### config.mk
export PLATFORM = sky130hd
export DESIGN_NAME = ses_kernel
export DESIGN_NICKNAME = d
export VERILOG_FILES = /design/src/design/ses_pkg.sv /design/src/design/ses_kernel.sv
export SDC_FILE = /design/constraint.sdc
export NUM_CORES = 1
export LEC_CHECK = 0
export BUFFER_PORTS_ARGS = -buffer_cell sky130_fd_sc_hd__buf_4
export CAP_MARGIN = 15
export CORE_ASPECT_RATIO = 0.7
export CORE_MARGIN = 3
export CORE_UTILIZATION = 55
export CTS_CLUSTER_DIAMETER = 200
export CTS_CLUSTER_SIZE = 25
export DETAILED_ROUTE_END_ITERATION = 8
export HOLD_SLACK_MARGIN = 0.03
export PLACE_DENSITY_LB_ADDON = 0.25
export SLEW_MARGIN = 20
export SYNTH_ARGS = -nofsm -noshare
export SYNTH_HDL_FRONTEND = slang
export SYNTH_SLANG_ARGS = --single-unit
### constraint.sdc
create_clock -name clk -period 12 [get_ports clk]
set_input_delay 0.6 -clock clk [delete_from_list [all_inputs] [get_ports clk]]
set_output_delay 0.6 -clock clk [all_outputs]
set_load 0.03 [all_outputs]
### src/design/ses_pkg.sv
// Shared types, constants and helpers for the Sobel edge stream block.
// Depends on nothing; used by every module of the block.
`timescale 1ns / 1ps

package ses_pkg;

  // Line store sizing
  localparam int MAX_LINE    = 2048;
  localparam int STORE_DEPTH = 2048;
  localparam int LINE_AW     = $clog2(STORE_DEPTH);
  localparam int WIDTH_CAP   = (MAX_LINE < STORE_DEPTH) ? MAX_LINE : STORE_DEPTH;
  localparam int HEIGHT_CAP  = 4096;
  localparam int DIM_MIN     = 3;

  // Field widths
  localparam int PIX_W   = 8;
  localparam int WIDTH_W = 12;
  localparam int HEIGHT_W = 13;
  localparam int POSX_W  = 11;
  localparam int POSY_W  = 12;
  localparam int CFG_DW  = 13;
  localparam int CFG_AW  = 1;

  // Register indexes
  localparam logic [CFG_AW-1:0] CFG_IMAGE_WIDTH  = 1'b0;
  localparam logic [CFG_AW-1:0] CFG_IMAGE_HEIGHT = 1'b1;

  localparam logic [WIDTH_W-1:0]  WIDTH_RST  = 12'd640;
  localparam logic [HEIGHT_W-1:0] HEIGHT_RST = 13'd480;

  localparam logic [PIX_W-1:0] PIX_MAX = 8'd255;

  // Gray reciprocal: floor(s/3) == (s*683)>>11 for s <= 765
  localparam int GRAY_MUL   = 683;
  localparam int GRAY_SHIFT = 11;

  // One pixel as it leaves the front end
  typedef struct packed {
    logic [PIX_W-1:0]   gray;
    logic [LINE_AW-1:0] addr;
    logic [POSX_W-1:0]  pos_x;
    logic [POSY_W-1:0]  pos_y;
    logic               emit;
    logic               last;
  } pix_t;

  function automatic logic [PIX_W-1:0] gray_of(input logic [PIX_W-1:0] r,
                                               input logic [PIX_W-1:0] g,
                                               input logic [PIX_W-1:0] b);
    logic [9:0]  sum;
    logic [19:0] prod;
    sum  = 10'(r) + 10'(g) + 10'(b);
    prod = 20'(sum) * 20'(GRAY_MUL);
    return prod[GRAY_SHIFT +: PIX_W];
  endfunction

endpackage

### src/design/ses_kernel.sv
// 3x3 window columns and Sobel magnitude with inversion.
// Depends on ses_pkg.
`timescale 1ns / 1ps

module ses_kernel (
  input  logic                      clk,
  input  logic                      rst_n,
  input  logic                      shift,
  input  logic [ses_pkg::PIX_W-1:0] cur_top,
  input  logic [ses_pkg::PIX_W-1:0] cur_mid,
  input  logic [ses_pkg::PIX_W-1:0] cur_bot,
  output logic [ses_pkg::PIX_W-1:0] edge_val
);

  // [0..2] left column top/mid/bot, [3..5] middle column
  logic [ses_pkg::PIX_W-1:0] win_r [6];

  logic [10:0]        gx_pos, gx_neg, gy_pos, gy_neg;
  logic signed [11:0] gx, gy;
  logic [10:0]        ax, ay;
  logic [11:0]        mag;

  always_ff @(posedge clk) begin
    if (!rst_n) begin
      for (int i = 0; i < 6; i++) begin
        win_r[i] <= '0;
      end
    end else if (shift) begin
      win_r[0] <= win_r[3];
      win_r[1] <= win_r[4];
      win_r[2] <= win_r[5];
      win_r[3] <= cur_top;
      win_r[4] <= cur_mid;
      win_r[5] <= cur_bot;
    end
  end

  always_comb begin
    gx_pos = 11'(cur_top) + {2'b0, cur_mid, 1'b0} + 11'(cur_bot);
    gx_neg = 11'(win_r[0]) + {2'b0, win_r[1], 1'b0} + 11'(win_r[2]);
    gy_pos = 11'(win_r[0]) + {2'b0, win_r[3], 1'b0} + 11'(cur_top);
    gy_neg = 11'(win_r[2]) + {2'b0, win_r[5], 1'b0} + 11'(cur_bot);
    gx = $signed({1'b0, gx_pos}) - $signed({1'b0, gx_neg});
    gy = $signed({1'b0, gy_pos}) - $signed({1'b0, gy_neg});
    ax = gx[11] ? 11'(-gx) : 11'(gx);
    ay = gy[11] ? 11'(-gy) : 11'(gy);
    mag = 12'(ax) + 12'(ay);
    edge_val = (mag > 12'(ses_pkg::PIX_MAX)) ? '0 : ses_pkg::PIX_MAX - mag[7:0];
  end

endmodule

==> metrics list <==
* Later-pin clock latency in the skew report: 0.29 ns
* Post-CTS setup buffers: 0
- Cells with a size suffix above 1 make up 8.21% of the layout.
- Least-Margin Pin Slew: 0.870 ns
- Biggest registers after layout: win_r x48
- In this run the deepest clock path goes through 2 buffers.
- Global routing usage summed across all routing layers: 20.8%
- The worst register-to-register path has a depth of 1.
- In this run the critical register-to-register path is launched from win_r[0][26].
* Share of Yosys cell area claimed by the top area cell type: 25.7%
- Counting every sink on the clock net gives 48.
* Number of nets in the synthesized netlist: 712
* Hold Path Stages: 1
- Number of vias per cell after detailed routing: 5.64
- Final Net Count: 735
- Arrival @ worst endpoint: 6.96 ns
- Critical register-to-register path endpoint: win_r[0][2]
- Post-Synthesis Mean Instance Area: 9.58 µm²
- Max FFs per register: 48
- RSZ-0062 raised after global routing: false
- Routed wire length: 11.2 mm
- Asr flop ratio synth: 0%
- Of all nets on the critical path, the largest fanout is 8.
- Peak clock frequency supported by timing: 0.132 GHz
* Crit start category: flop
- Measured along the y axis, the die boundary spans 90.4 µm.
* Class of the tightest hold or removal check: reg2reg
- After layout, the minimum clock period comes to 7.56 ns.
- Max cap viols: 0
- Run status: finished clean
- The worst setup path is of the reg2out kind.
- STA classifies the critical path endpoint as an output port.
- For this run, the detailed router's first-pass iteration total came to 6.
* Synthesized area: 0.00560 mm²
* First-pass GRT wire length: 19.9 mm
* Diode insertion count for antenna repair: 0
* Remaining routing DRC violations: 0
- 1st-iter DRT viols: 306
* Std cell rows: 30
- Filler instances: 826
- Synth-to-Final Area Change: 9.20%
* Die span in x: 127 µm
- Port buffering added 34 buffers.
* Worst hold path startpoint: win_r[0][34]
- The H-tree was split into 2 levels.
* Initial core utilization: 57.2%
* Via count of the first global-routing pass: 4275
* DIE AREA: 0.0115 mm²
* Clock-pin slew of the registers on the worst-case setup and hold paths: 0.07 ns
* Register with the highest flop count: win_r
* Critical path required time: 11.40 ns
- Clock root buffer: clkbuf_16
- Pin count of the biggest net entering global routing: 50
- The initial antenna violation count was 0.
* EDFF count, synth: 48
* Synth area leaders: edfxtp_1, fa_1, inv_1
- Number of hold buffers added after cts: 0
- The detail route stage leaves a number of antenna-violating nets equal to 0.
* R2R Setup Slk: 11.13 ns
- Final cycle utilization of the critical path: 63.0%
- Aggregate global routing overflow: 0
- Main flop type after synthesis: edfxtp_1
* Count of final max-slew check failures: 0
* Slew margin rel.: 40.5%
* Number of synthesis warnings: 0
- Mapped Cells: 585
* Distinct cell type count after synthesis: 56
- Setup violations, final: 0
* Hold slack: 0.560 ns
* Vias post-DR: 4153
* Final hold violation count: 0
- At the end of routability-driven placement, the weighted congestion stood at 0.879.
* CTS tree: done
- The synthesized design contains 48 register bits.
* Total clock buffers created by CTS: 5
* Share of the yosys chip area belonging to registers: 25.7%
- After detailed routing, the average wire length per cell comes to 15.2 µm.
- Detailed placement finished with a half-perimeter wire length of 8.94 mm.
* Total Negative Setup Slacks: 0 ns
- The synthesized design spends more area on one cell type than any other, namely edfxtp_1.
* Final setup skew: 0.00510 ns
- Endpoint with the worst hold slack: win_r[0][10]
- After floorplanning, the core was sized to cover 0.00980 mm².
* I/O pin total: 35
* Number of gates resized after cts: 0
[per-stage QoR]
stage / util [%] / setup WS [ns] / area (µm²) / cells
2_1_floorplan: - / 4.82 / 5600 / 585
3_3_place_gp: 60.8 / 4.74 / 5950 / 729
3_5_place_dp: 60.8 / 4.52 / 5950 / 729
4_1_cts: 62.4 / 4.45 / 6120 / 737
5_1_grt: 62.4 / 3.91 / 6120 / 737
6_report: 62.4 / 4.44 / 6120 / 737
[layout make-up]
type,count,area [µm²],area share (%)
multi-input cells,374,3550,58.0
flip-flops and latches,48,1440,23.6
inverters,144,541,8.84
repair buffers,35,263,4.30
well taps,128,160,2.62
clock buffers,6,129,2.11
clock inverters,2,35.0,0.573
[how the worst max path moves through the flow]
stage | startpoint | endpoint | slack (ns) | cells past startpoint
floorplan | cur_top[5] | edge_val[0] | 4.82 | 21
global placement | cur_top[5] | edge_val[7] | 4.74 | 23
detailed placement | cur_top[5] | edge_val[1] | 4.52 | 23
CTS | win_r[0][2] | edge_val[1] | 4.45 | 19
global route | win_r[0][2] | edge_val[1] | 3.91 | 19
finish | win_r[0][2] | edge_val[1] | 4.44 | 19
[logic make-up after synthesis]
group           after synthesis  share of synthesized area [%]
compound gates               97                           13.1
xor+xnor                     22                           3.44
fa+ha+maj                   100                           30.8
buf+inv                     163                           11.0
flops                        48                           25.7
mux                           4                          0.737
simple gates                151                           15.3
[cells in the final DEF, fill, tap and decap left out, types with 8 or more instances in the layout]
| master | n |
|---|---|
| nor2_1 | 22 |
| o21ai_0 | 13 |
| xnor2_1 | 17 |
| a21oi_1 | 14 |
| nand2_1 | 19 |
| edfxtp_1 | 48 |
| a21o_1 | 10 |
| and3_1 | 50 |
| inv_1 | 144 |
| ha_1 | 37 |
| buf_4 | 35 |
| nor3b_1 | 8 |
| nand3_1 | 8 |
| fa_1 | 63 |
[worst max-delay path: stages (launching register included)]
cell,delay [ns]
edfxtp_1,0.37
inv_1,0.07
fa_1,0.50
fa_1,0.55
inv_1,0.06
fa_1,0.56
inv_1,0.08
fa_1,0.48
xor2_1,0.22
nor4_1,0.32
o221ai_1,0.23
a2111oi_0,0.79
nor3_1,0.09
o31ai_1,0.32
ha_1,0.35
a2111o_1,0.37
a2111oi_0,0.41
nand4_1,0.39
nor3b_1,0.30
buf_4,0.20
[metal layers]
metal | global-route usage [%] | vias to the layer above | part of all wire (%)
met2 | 34.3 | 95 | 48
li1 | - | 2025 | -
met5 | 0 | - | 0
met1 | 30.0 | 2027 | 48
met4 | 2.68 | 0 | 0.43
met3 | 3.37 | 6 | 4.1
[synth_stat cells, drive strengths merged, types with 3 or more instances]
cell and n:
inv 144, fa 63, and3 50, edfxtp 48, ha 37, nor2 22, nand2 19, xnor2 17
clkbuf 16, a21oi 14, o21ai 13, a21o 10, a2111oi 8, nand3 8, nor3b 8, nand4 7
a211o 6, and2 6, nor3 6, o211ai 6, o21a 6, a211oi 5, nor2b 5, or4 5
xor2 5, nor4 4, o31ai 4, a221oi 3, a311o 3, buf 3, mux2i 3, o21bai 3
Power is not shown: default switching activity piles up to over one toggle a cycle in this logic, so the estimate is an artifact.
