$ cat config.mk
export PLATFORM = sky130hd
export DESIGN_NAME = ses_front
export DESIGN_NICKNAME = d
export VERILOG_FILES = /design/src/design/ses_pkg.sv /design/src/design/ses_front.sv
export SDC_FILE = /design/constraint.sdc
export NUM_CORES = 1
export LEC_CHECK = 0
export ABC_CLOCK_PERIOD_IN_PS = 15420
export BUFFER_PORTS_ARGS = -buffer_cell sky130_fd_sc_hd__buf_2
export CORE_AREA = 3 3 129 131
export DETAILED_ROUTE_END_ITERATION = 10
export DIE_AREA = 0 0 132 134
export MAX_ROUTING_LAYER = met4
export SKIP_CTS_REPAIR_TIMING = 1
export SYNTH_ARGS = -nofsm -noshare
export SYNTH_HDL_FRONTEND = slang
export SYNTH_SLANG_ARGS = --single-unit
$ cat constraint.sdc
create_clock -name clk -period 15.42 [get_ports clk]
set_clock_uncertainty 0.1 [all_clocks]
set_input_delay 4.626 -clock clk [delete_from_list [all_inputs] [get_ports clk]]
set_output_delay 4.626 -clock clk [all_outputs]
set_load 0.05 [all_outputs]
$ cat src/design/ses_pkg.sv
// Shared types, constants and helpers for the Sobel edge stream block.
// Depends on nothing; used by every module of the block.
`timescale 1ns / 1ps

package ses_pkg;

  // Line store sizing
  localparam int MAX_LINE    = 2048;
  localparam int STORE_DEPTH = 2048;
  localparam int LINE_AW     = $clog2(STORE_DEPTH);
  localparam int WIDTH_CAP   = (MAX_LINE < STORE_DEPTH) ? MAX_LINE : STORE_DEPTH;
  localparam int HEIGHT_CAP  = 4096;
  localparam int DIM_MIN     = 3;

  // Field widths
  localparam int PIX_W   = 8;
  localparam int WIDTH_W = 12;
  localparam int HEIGHT_W = 13;
  localparam int POSX_W  = 11;
  localparam int POSY_W  = 12;
  localparam int CFG_DW  = 13;
  localparam int CFG_AW  = 1;

  // Register indexes
  localparam logic [CFG_AW-1:0] CFG_IMAGE_WIDTH  = 1'b0;
  localparam logic [CFG_AW-1:0] CFG_IMAGE_HEIGHT = 1'b1;

  localparam logic [WIDTH_W-1:0]  WIDTH_RST  = 12'd640;
  localparam logic [HEIGHT_W-1:0] HEIGHT_RST = 13'd480;

  localparam logic [PIX_W-1:0] PIX_MAX = 8'd255;

  // Gray reciprocal: floor(s/3) == (s*683)>>11 for s <= 765
  localparam int GRAY_MUL   = 683;
  localparam int GRAY_SHIFT = 11;

  // One pixel as it leaves the front end
  typedef struct packed {
    logic [PIX_W-1:0]   gray;
    logic [LINE_AW-1:0] addr;
    logic [POSX_W-1:0]  pos_x;
    logic [POSY_W-1:0]  pos_y;
    logic               emit;
    logic               last;
  } pix_t;

  function automatic logic [PIX_W-1:0] gray_of(input logic [PIX_W-1:0] r,
                                               input logic [PIX_W-1:0] g,
                                               input logic [PIX_W-1:0] b);
    logic [9:0]  sum;
    logic [19:0] prod;
    sum  = 10'(r) + 10'(g) + 10'(b);
    prod = 20'(sum) * 20'(GRAY_MUL);
    return prod[GRAY_SHIFT +: PIX_W];
  endfunction

endpackage

$ cat src/design/ses_front.sv
// Front end: config registers, raster counters, gray conversion and flags.
// Depends on ses_pkg.
`timescale 1ns / 1ps

module ses_front (
  input  logic                          clk,
  input  logic                          rst_n,
  input  logic                          cfg_we,
  input  logic [ses_pkg::CFG_AW-1:0]    cfg_index,
  input  logic [ses_pkg::CFG_DW-1:0]    cfg_wdata,
  input  logic                          advance,
  input  logic [ses_pkg::PIX_W-1:0]     red,
  input  logic [ses_pkg::PIX_W-1:0]     green,
  input  logic [ses_pkg::PIX_W-1:0]     blue,
  output ses_pkg::pix_t                 pix
);

  logic [ses_pkg::WIDTH_W-1:0]  width_r;
  logic [ses_pkg::HEIGHT_W-1:0] height_r;
  logic [ses_pkg::POSX_W-1:0]   col_r, col_nxt;
  logic [ses_pkg::POSY_W-1:0]   row_r, row_nxt;
  logic [ses_pkg::WIDTH_W-1:0]  eff_w;
  logic [ses_pkg::HEIGHT_W-1:0] eff_h;
  logic [ses_pkg::WIDTH_W-1:0]  col_ext, col_inc;
  logic [ses_pkg::HEIGHT_W-1:0] row_ext, row_inc;

  always_ff @(posedge clk) begin
    if (!rst_n) begin
      width_r  <= ses_pkg::WIDTH_RST;
      height_r <= ses_pkg::HEIGHT_RST;
    end else if (cfg_we) begin
      unique case (cfg_index)
        ses_pkg::CFG_IMAGE_WIDTH:  width_r  <= cfg_wdata[ses_pkg::WIDTH_W-1:0];
        ses_pkg::CFG_IMAGE_HEIGHT: height_r <= cfg_wdata;
        default: ;
      endcase
    end
  end

  // Clamp to the supported frame size
  always_comb begin
    if (width_r < ses_pkg::WIDTH_W'(ses_pkg::DIM_MIN)) begin
      eff_w = ses_pkg::WIDTH_W'(ses_pkg::DIM_MIN);
    end else if (width_r > ses_pkg::WIDTH_W'(ses_pkg::WIDTH_CAP)) begin
      eff_w = ses_pkg::WIDTH_W'(ses_pkg::WIDTH_CAP);
    end else begin
      eff_w = width_r;
    end
    if (height_r < ses_pkg::HEIGHT_W'(ses_pkg::DIM_MIN)) begin
      eff_h = ses_pkg::HEIGHT_W'(ses_pkg::DIM_MIN);
    end else if (height_r > ses_pkg::HEIGHT_W'(ses_pkg::HEIGHT_CAP)) begin
      eff_h = ses_pkg::HEIGHT_W'(ses_pkg::HEIGHT_CAP);
    end else begin
      eff_h = height_r;
    end
  end

  assign col_ext = ses_pkg::WIDTH_W'(col_r);
  assign row_ext = ses_pkg::HEIGHT_W'(row_r);
  assign col_inc = col_ext + ses_pkg::WIDTH_W'(1);
  assign row_inc = row_ext + ses_pkg::HEIGHT_W'(1);

  always_comb begin
    col_nxt = col_inc[ses_pkg::POSX_W-1:0];
    row_nxt = row_r;
    if (col_inc >= eff_w) begin
      col_nxt = '0;
      row_nxt = (row_inc >= eff_h) ? '0 : row_inc[ses_pkg::POSY_W-1:0];
    end
  end

  always_ff @(posedge clk) begin
    if (!rst_n) begin
      col_r <= '0;
      row_r <= '0;
    end else if (advance) begin
      col_r <= col_nxt;
      row_r <= row_nxt;
    end
  end

  always_comb begin
    pix.gray  = ses_pkg::gray_of(red, green, blue);
    pix.addr  = col_r[ses_pkg::LINE_AW-1:0];
    pix.pos_x = col_r - ses_pkg::POSX_W'(1);
    pix.pos_y = row_r - ses_pkg::POSY_W'(1);
    pix.emit  = (col_r >= ses_pkg::POSX_W'(2)) && (row_r >= ses_pkg::POSY_W'(2))
                && (col_ext < eff_w) && (row_ext < eff_h);
    pix.last  = (col_ext == eff_w - ses_pkg::WIDTH_W'(1))
                && (row_ext == eff_h - ses_pkg::HEIGHT_W'(1));
  end

endmodule

==> reports/results.tsv, run 1 <==
metric	value	unit
outcome	complete, no violations	
worstSkewPairLatency	0.31	ns
mostFrequentLayoutCells	nand2_1, ha_1, buf_2	
hold_path_depth	2	
die_h	134	um
ios	86	
path_class	in2out	
grt_max_degree	29	
synth-async-reset-ratio	0	
grt_pass1_vias	6056	
hold_slack	0.403	ns
synth-seq-area-share	0.137	
max_freq	0.0660	GHz
core_area	15700	um^2
yosys_warnings	0	
ys_ff_latch	48	
num_rows	46	
layout.nets	1142	
cts_buffer_depth	2	
cp_slowest_cell	fa_1	
cp_max_fo	4	
vias	6393	
maxSlewHeadroom	0.429	
htreeDepth	2	
dp_hpwl	14.8	mm
gr-total-overflow	0	
fin_cells	1170	
via_per_inst	5.46	
r2r_cells	14	
die_w	132	um
antenna_found_initial	0	
synthCells	893	
start_util	0.445	
min_period	15.14	ns
synth_cell_types	66	
ys.flop_type	dfxtp_1	
dp_cells	1158	
synth-edff-count	0	
syn_area	6990	um^2
setup_viol	0	
finalCritPeriodShare	0.982	
nFillCells	1583	
wl	18.5	mm
worst_setup_path_end_kind	output port	
drive_gt1_frac	0.146	
synth_nets	1082	
cap_violations	0	
diodes	0	
gp_congestion	0.916	
cp.arrival	10.42	ns
required	10.69	ns
initialDrtViolationCount	338	
crit_top_cell	inv_1	
grtUsageTotal	0.215	
drv_slew	0	
cts_tree	done	
finalHoldViolations	0	
slowest_delay	0.53	ns
hold_class	reg2reg	
start_kind	input pin	
final_common_cell	nand2_1	
tightest_slew	0.849	ns
drc	0	
area_delta_synth_final	13.5	%
avgRoutedWirePerCell	15.8	um
die_area	17700	um^2
cts.sinks	48	
ant_nets	0	
dr.pass1.iters	5	
port_buffers	85	
numCtsBuffers	5	
grt_pass1_wl	30.9	mm
clk_pin_slew_worst_paths	0.07	ns
clock-root-buffer	clkbuf_16	
syn_area_per_cell	7.83	um^2
-- flip-flops by register name (all words and copies together) (netlist names) --
signal	cells
col_r	11
height_r	13
row_r	12
width_r	12
-- cell type report --
class	count	area [um^2]	area share
sequential	48	961	0.121
clock buffer	5	125	0.0158
multi-input combinational	723	5690	0.716
tap	216	270	0.0340
clock inverter	3	68.8	0.00867
timing repair buffer	99	544	0.0685
inverter	76	285	0.0359
-- synthesized netlist by cell type (7+ instances only) --
master / n / area share
ha_1: 119 / 0.21
a21oi_1: 55 / 0.039
or4_1: 8 / 0.0086
o22ai_1: 8 / 0.0072
xnor2_1: 44 / 0.055
xor2_1: 36 / 0.045
clkbuf_1: 36 / 0.019
o21a_1: 7 / 0.0075
nand2_1: 119 / 0.064
a21o_1: 8 / 0.0086
o21ai_0: 22 / 0.016
dfxtp_1: 48 / 0.14
o31ai_1: 11 / 0.012
or3_1: 12 / 0.011
nand4_1: 19 / 0.017
nor2_1: 35 / 0.019
nor2b_1: 9 / 0.0081
o21bai_1: 7 / 0.0075
nand2b_1: 14 / 0.013
inv_1: 74 / 0.040
buf_1: 8 / 0.0043
mux2i_1: 8 / 0.011
nand3_1: 36 / 0.026
fa_1: 28 / 0.080
nor3_1: 23 / 0.016
and3_1: 15 / 0.013
-- path summary, 6_finish.rpt --
check                                 end  slack (ns)                    start
setup reg to reg   row_r[10]$_SDFFE_PN0P_       11.17    col_r[1]$_SDFFE_PN0P_
hold / removal    width_r[6]$_SDFFE_PN0P_        0.40  width_r[6]$_SDFFE_PN0P_
hold reg to reg   width_r[6]$_SDFFE_PN0P_        0.40  width_r[6]$_SDFFE_PN0P_
setup / recovery                  pix[40]        0.28                  blue[1]
-- cell families (layout without fill, tap and decap cells) --
logic type	after synthesis	in the layout	synth area share
flops	48	48	0.137
mux	9	9	0.0131
buf+inv	122	183	0.0658
fa+ha+maj	147	147	0.293
xor+xnor	80	80	0.100
simple gates	315	315	0.224
compound gates	172	172	0.167
-- critical path: cells and delay by family --
kind / cells / cell delay (ns)
xor gates and xnor gates: 1 / 0.27
buffers and inverters: 8 / 0.62
and+or+nand+nor: 2 / 0.16
AOI/OAI and AO/OA: 9 / 1.54
adders and majority gates: 9 / 3.18
-- metrics by stage --
stage / setup WS (ns) / setup TNS (ns) / instance area (um^2) / util
floorplan: 0.0285 / 0 / 7010 / -
global placement: 0.0292 / 0 / 7600 / 0.484
detailed placement: -0.0798 / -0.144 / 7600 / 0.484
CTS: -0.0918 / -0.168 / 7790 / 0.496
global route: -0.0404 / -0.0923 / 7940 / 0.505
finish: 0.276 / 0 / 7940 / 0.505
-- per-layer routing --
layer,up-vias,wire length [um],global-route usage
met2,130,8220,0.330
li1,3271,-,-
met5,-,0,-
met1,2976,9220,0.301
met4,0,206,0.0373
met3,16,811,0.0386
Power of run 1 is left out: the tool's default activity adds up to more than one toggle a clock period on the data nets, which glitch-free logic cannot reach.
==> run 2: changes to the inputs <==
Settings changed: MAX_ROUTING_LAYER met4 to unset.
==> run 2 against run 1 <==
Effect of this change: worst hold slack gained 0.0031 ns; wire length about the same; maximum frequency barely moved; die area is the same; final cell count is the same; core utilization unchanged; sequential share of layout area stayed put; non-clock buffer count unchanged; critical path type unchanged; critical endpoint unchanged.
==> reports/results.tsv, run 2 (synthesis results as in run 1) <==
metric	value	unit	change
finalHoldViolations	0		unchanged
drive_gt1_frac	0.146		unchanged
antenna_found_initial	0		unchanged
clock-root-buffer	clkbuf_16		unchanged
drc	0		unchanged
r2r_cells	14		unchanged
largest_register_ffs	13		unchanged
avgRoutedWirePerCell	15.8	um	about the same
cp_max_fo	4		unchanged
layout.nets	1142		unchanged
vias	6377		was 6393
worstSkewPairLatency	0.31	ns	about the same
reg2reg_slack	11.18	ns	was 11.17 ns
gp_congestion	0.901		was 0.916
setup_ws	0.288	ns	was 0.276 ns
start_kind	input pin		unchanged
cp.arrival	10.41	ns	was 10.42 ns
cts.sinks	48		unchanged
die_h	134	um	unchanged
grt_pass1_wl	30.9	mm	about the same
whs_endpoint	height_r[0]$_SDFFE_PN0P_		was width_r[6]$_SDFFE_PN0P_
die_area	17700	um^2	unchanged
wl	18.5	mm	about the same
gr-total-overflow	0		unchanged
grtUsageTotal	0.209		was 0.215
htreeDepth	2		unchanged
hold_path_depth	2		unchanged
grt.met1_usage	0.300		was 0.301
via_per_inst	5.45		was 5.46
dp_hpwl	14.8	mm	unchanged
cts_tree	done		unchanged
tightest_slew	0.888	ns	was 0.849 ns
hold_slack	0.406	ns	was 0.403 ns
required	10.69	ns	about the same
crit_top_cell	inv_1		unchanged
clk_pin_slew_worst_paths	0.08	ns	was 0.07 ns
start_util	0.445		unchanged
outcome	complete, no violations		unchanged
drv_slew	0		unchanged
num_rows	46		unchanged
slowest_delay	0.53	ns	about the same
maxSlewHeadroom	0.407		was 0.429
hold_class	reg2reg		unchanged
final_common_cell	nand2_1		unchanged
area_delta_synth_final	13.5	%	unchanged
grt_max_degree	29		unchanged
rr_endpoint	row_r[10]$_SDFFE_PN0P_		unchanged
cts_buffer_depth	2		unchanged
min_period	15.13	ns	was 15.14 ns
diodes	0		unchanged
cp_slowest_cell	fa_1		unchanged
rr_startpoint	col_r[1]$_SDFFE_PN0P_		unchanged
cap_violations	0		unchanged
ios	86		unchanged
top_regs	height_r: 13 flops, row_r: 12 flops, width_r: 12 flops		unchanged
max_freq	0.0661	GHz	was 0.0660 GHz
path_class	in2out		unchanged
die_w	132	um	unchanged
grt_pass1_vias	6055		was 6056
use_met3	0.0386		unchanged
setup_viol	0		unchanged
groute.layer.met2.usage	0.330		about the same
numCtsBuffers	5		unchanged
top_register	height_r		unchanged
hp-start	height_r[0]$_SDFFE_PN0P_		was width_r[6]$_SDFFE_PN0P_
dr.pass1.iters	4		was 5
pre_cts_ws	-0.0798	ns	unchanged
core_area	15700	um^2	unchanged
worst_setup_path_end_kind	output port		unchanged
mostFrequentLayoutCells	nand2_1, ha_1, buf_2		unchanged
finalCritPeriodShare	0.981		was 0.982
busiest_layer	met2		unchanged
fin_util	0.505		unchanged
ant_nets	0		unchanged
initialDrtViolationCount	360		was 338
port_buffers	85		unchanged
-- run 2: cell counts in the layout (fill, tap and decap cells not counted) --
Identical to the previous run, type by type.
-- run 2: how the worst max path moves through the flow --
stage / slack [ns] / start / endpoint / cells past startpoint
floorplan: 0.03 / red[1] / pix[43] / 26
global placement: 0.03 / red[1] / pix[43] / 30
detailed placement: -0.08 / red[1] / pix[43] / 27
CTS: -0.09 / red[1] / pix[43] / 27
global route: -0.04 / red[2] / pix[40] / 25
finish: 0.29 / blue[1] / pix[40] / 29
-- run 2: metrics by stage --
stage / instance area (um^2) / TNS (ns) / instances
final: 7940 / 0 / 1170
after global routing: 7940 / -0.0923 / 1170
after CTS: 7790 / -0.168 / 1166
after detailed placement: 7600 / -0.144 / 1158
after global placement: 7600 / 0 / 1158
after floorplan: 7010 / 0 / 893
-- run 2: area by class of cell --
type                       count  area, um^2
clock buffer                   5         125
clock inverter                 3        68.8
inverter                      76         285
tap                          216         270
fill                        1583        7770
timing repair buffer          99         544
multi-input combinational    723        5690
sequential                    48         961
-- run 2: critical path: cells and delay by family --
kind	cells	cell delay, ns
AOI/OAI and AO/OA	9	1.54
xor gates and xnor gates	1	0.27
adders and majority gates	9	3.18
buffers and inverters	8	0.62
and+or+nand+nor	2	0.16
-- run 2: layer usage --
metal  routed length, um  vias up
met5                   0        -
met4                 207        0
met3                 702       16
met2                8220      114
met1                9350     2974
li1                    -     3273
Power of run 2 is left out for the same reason.
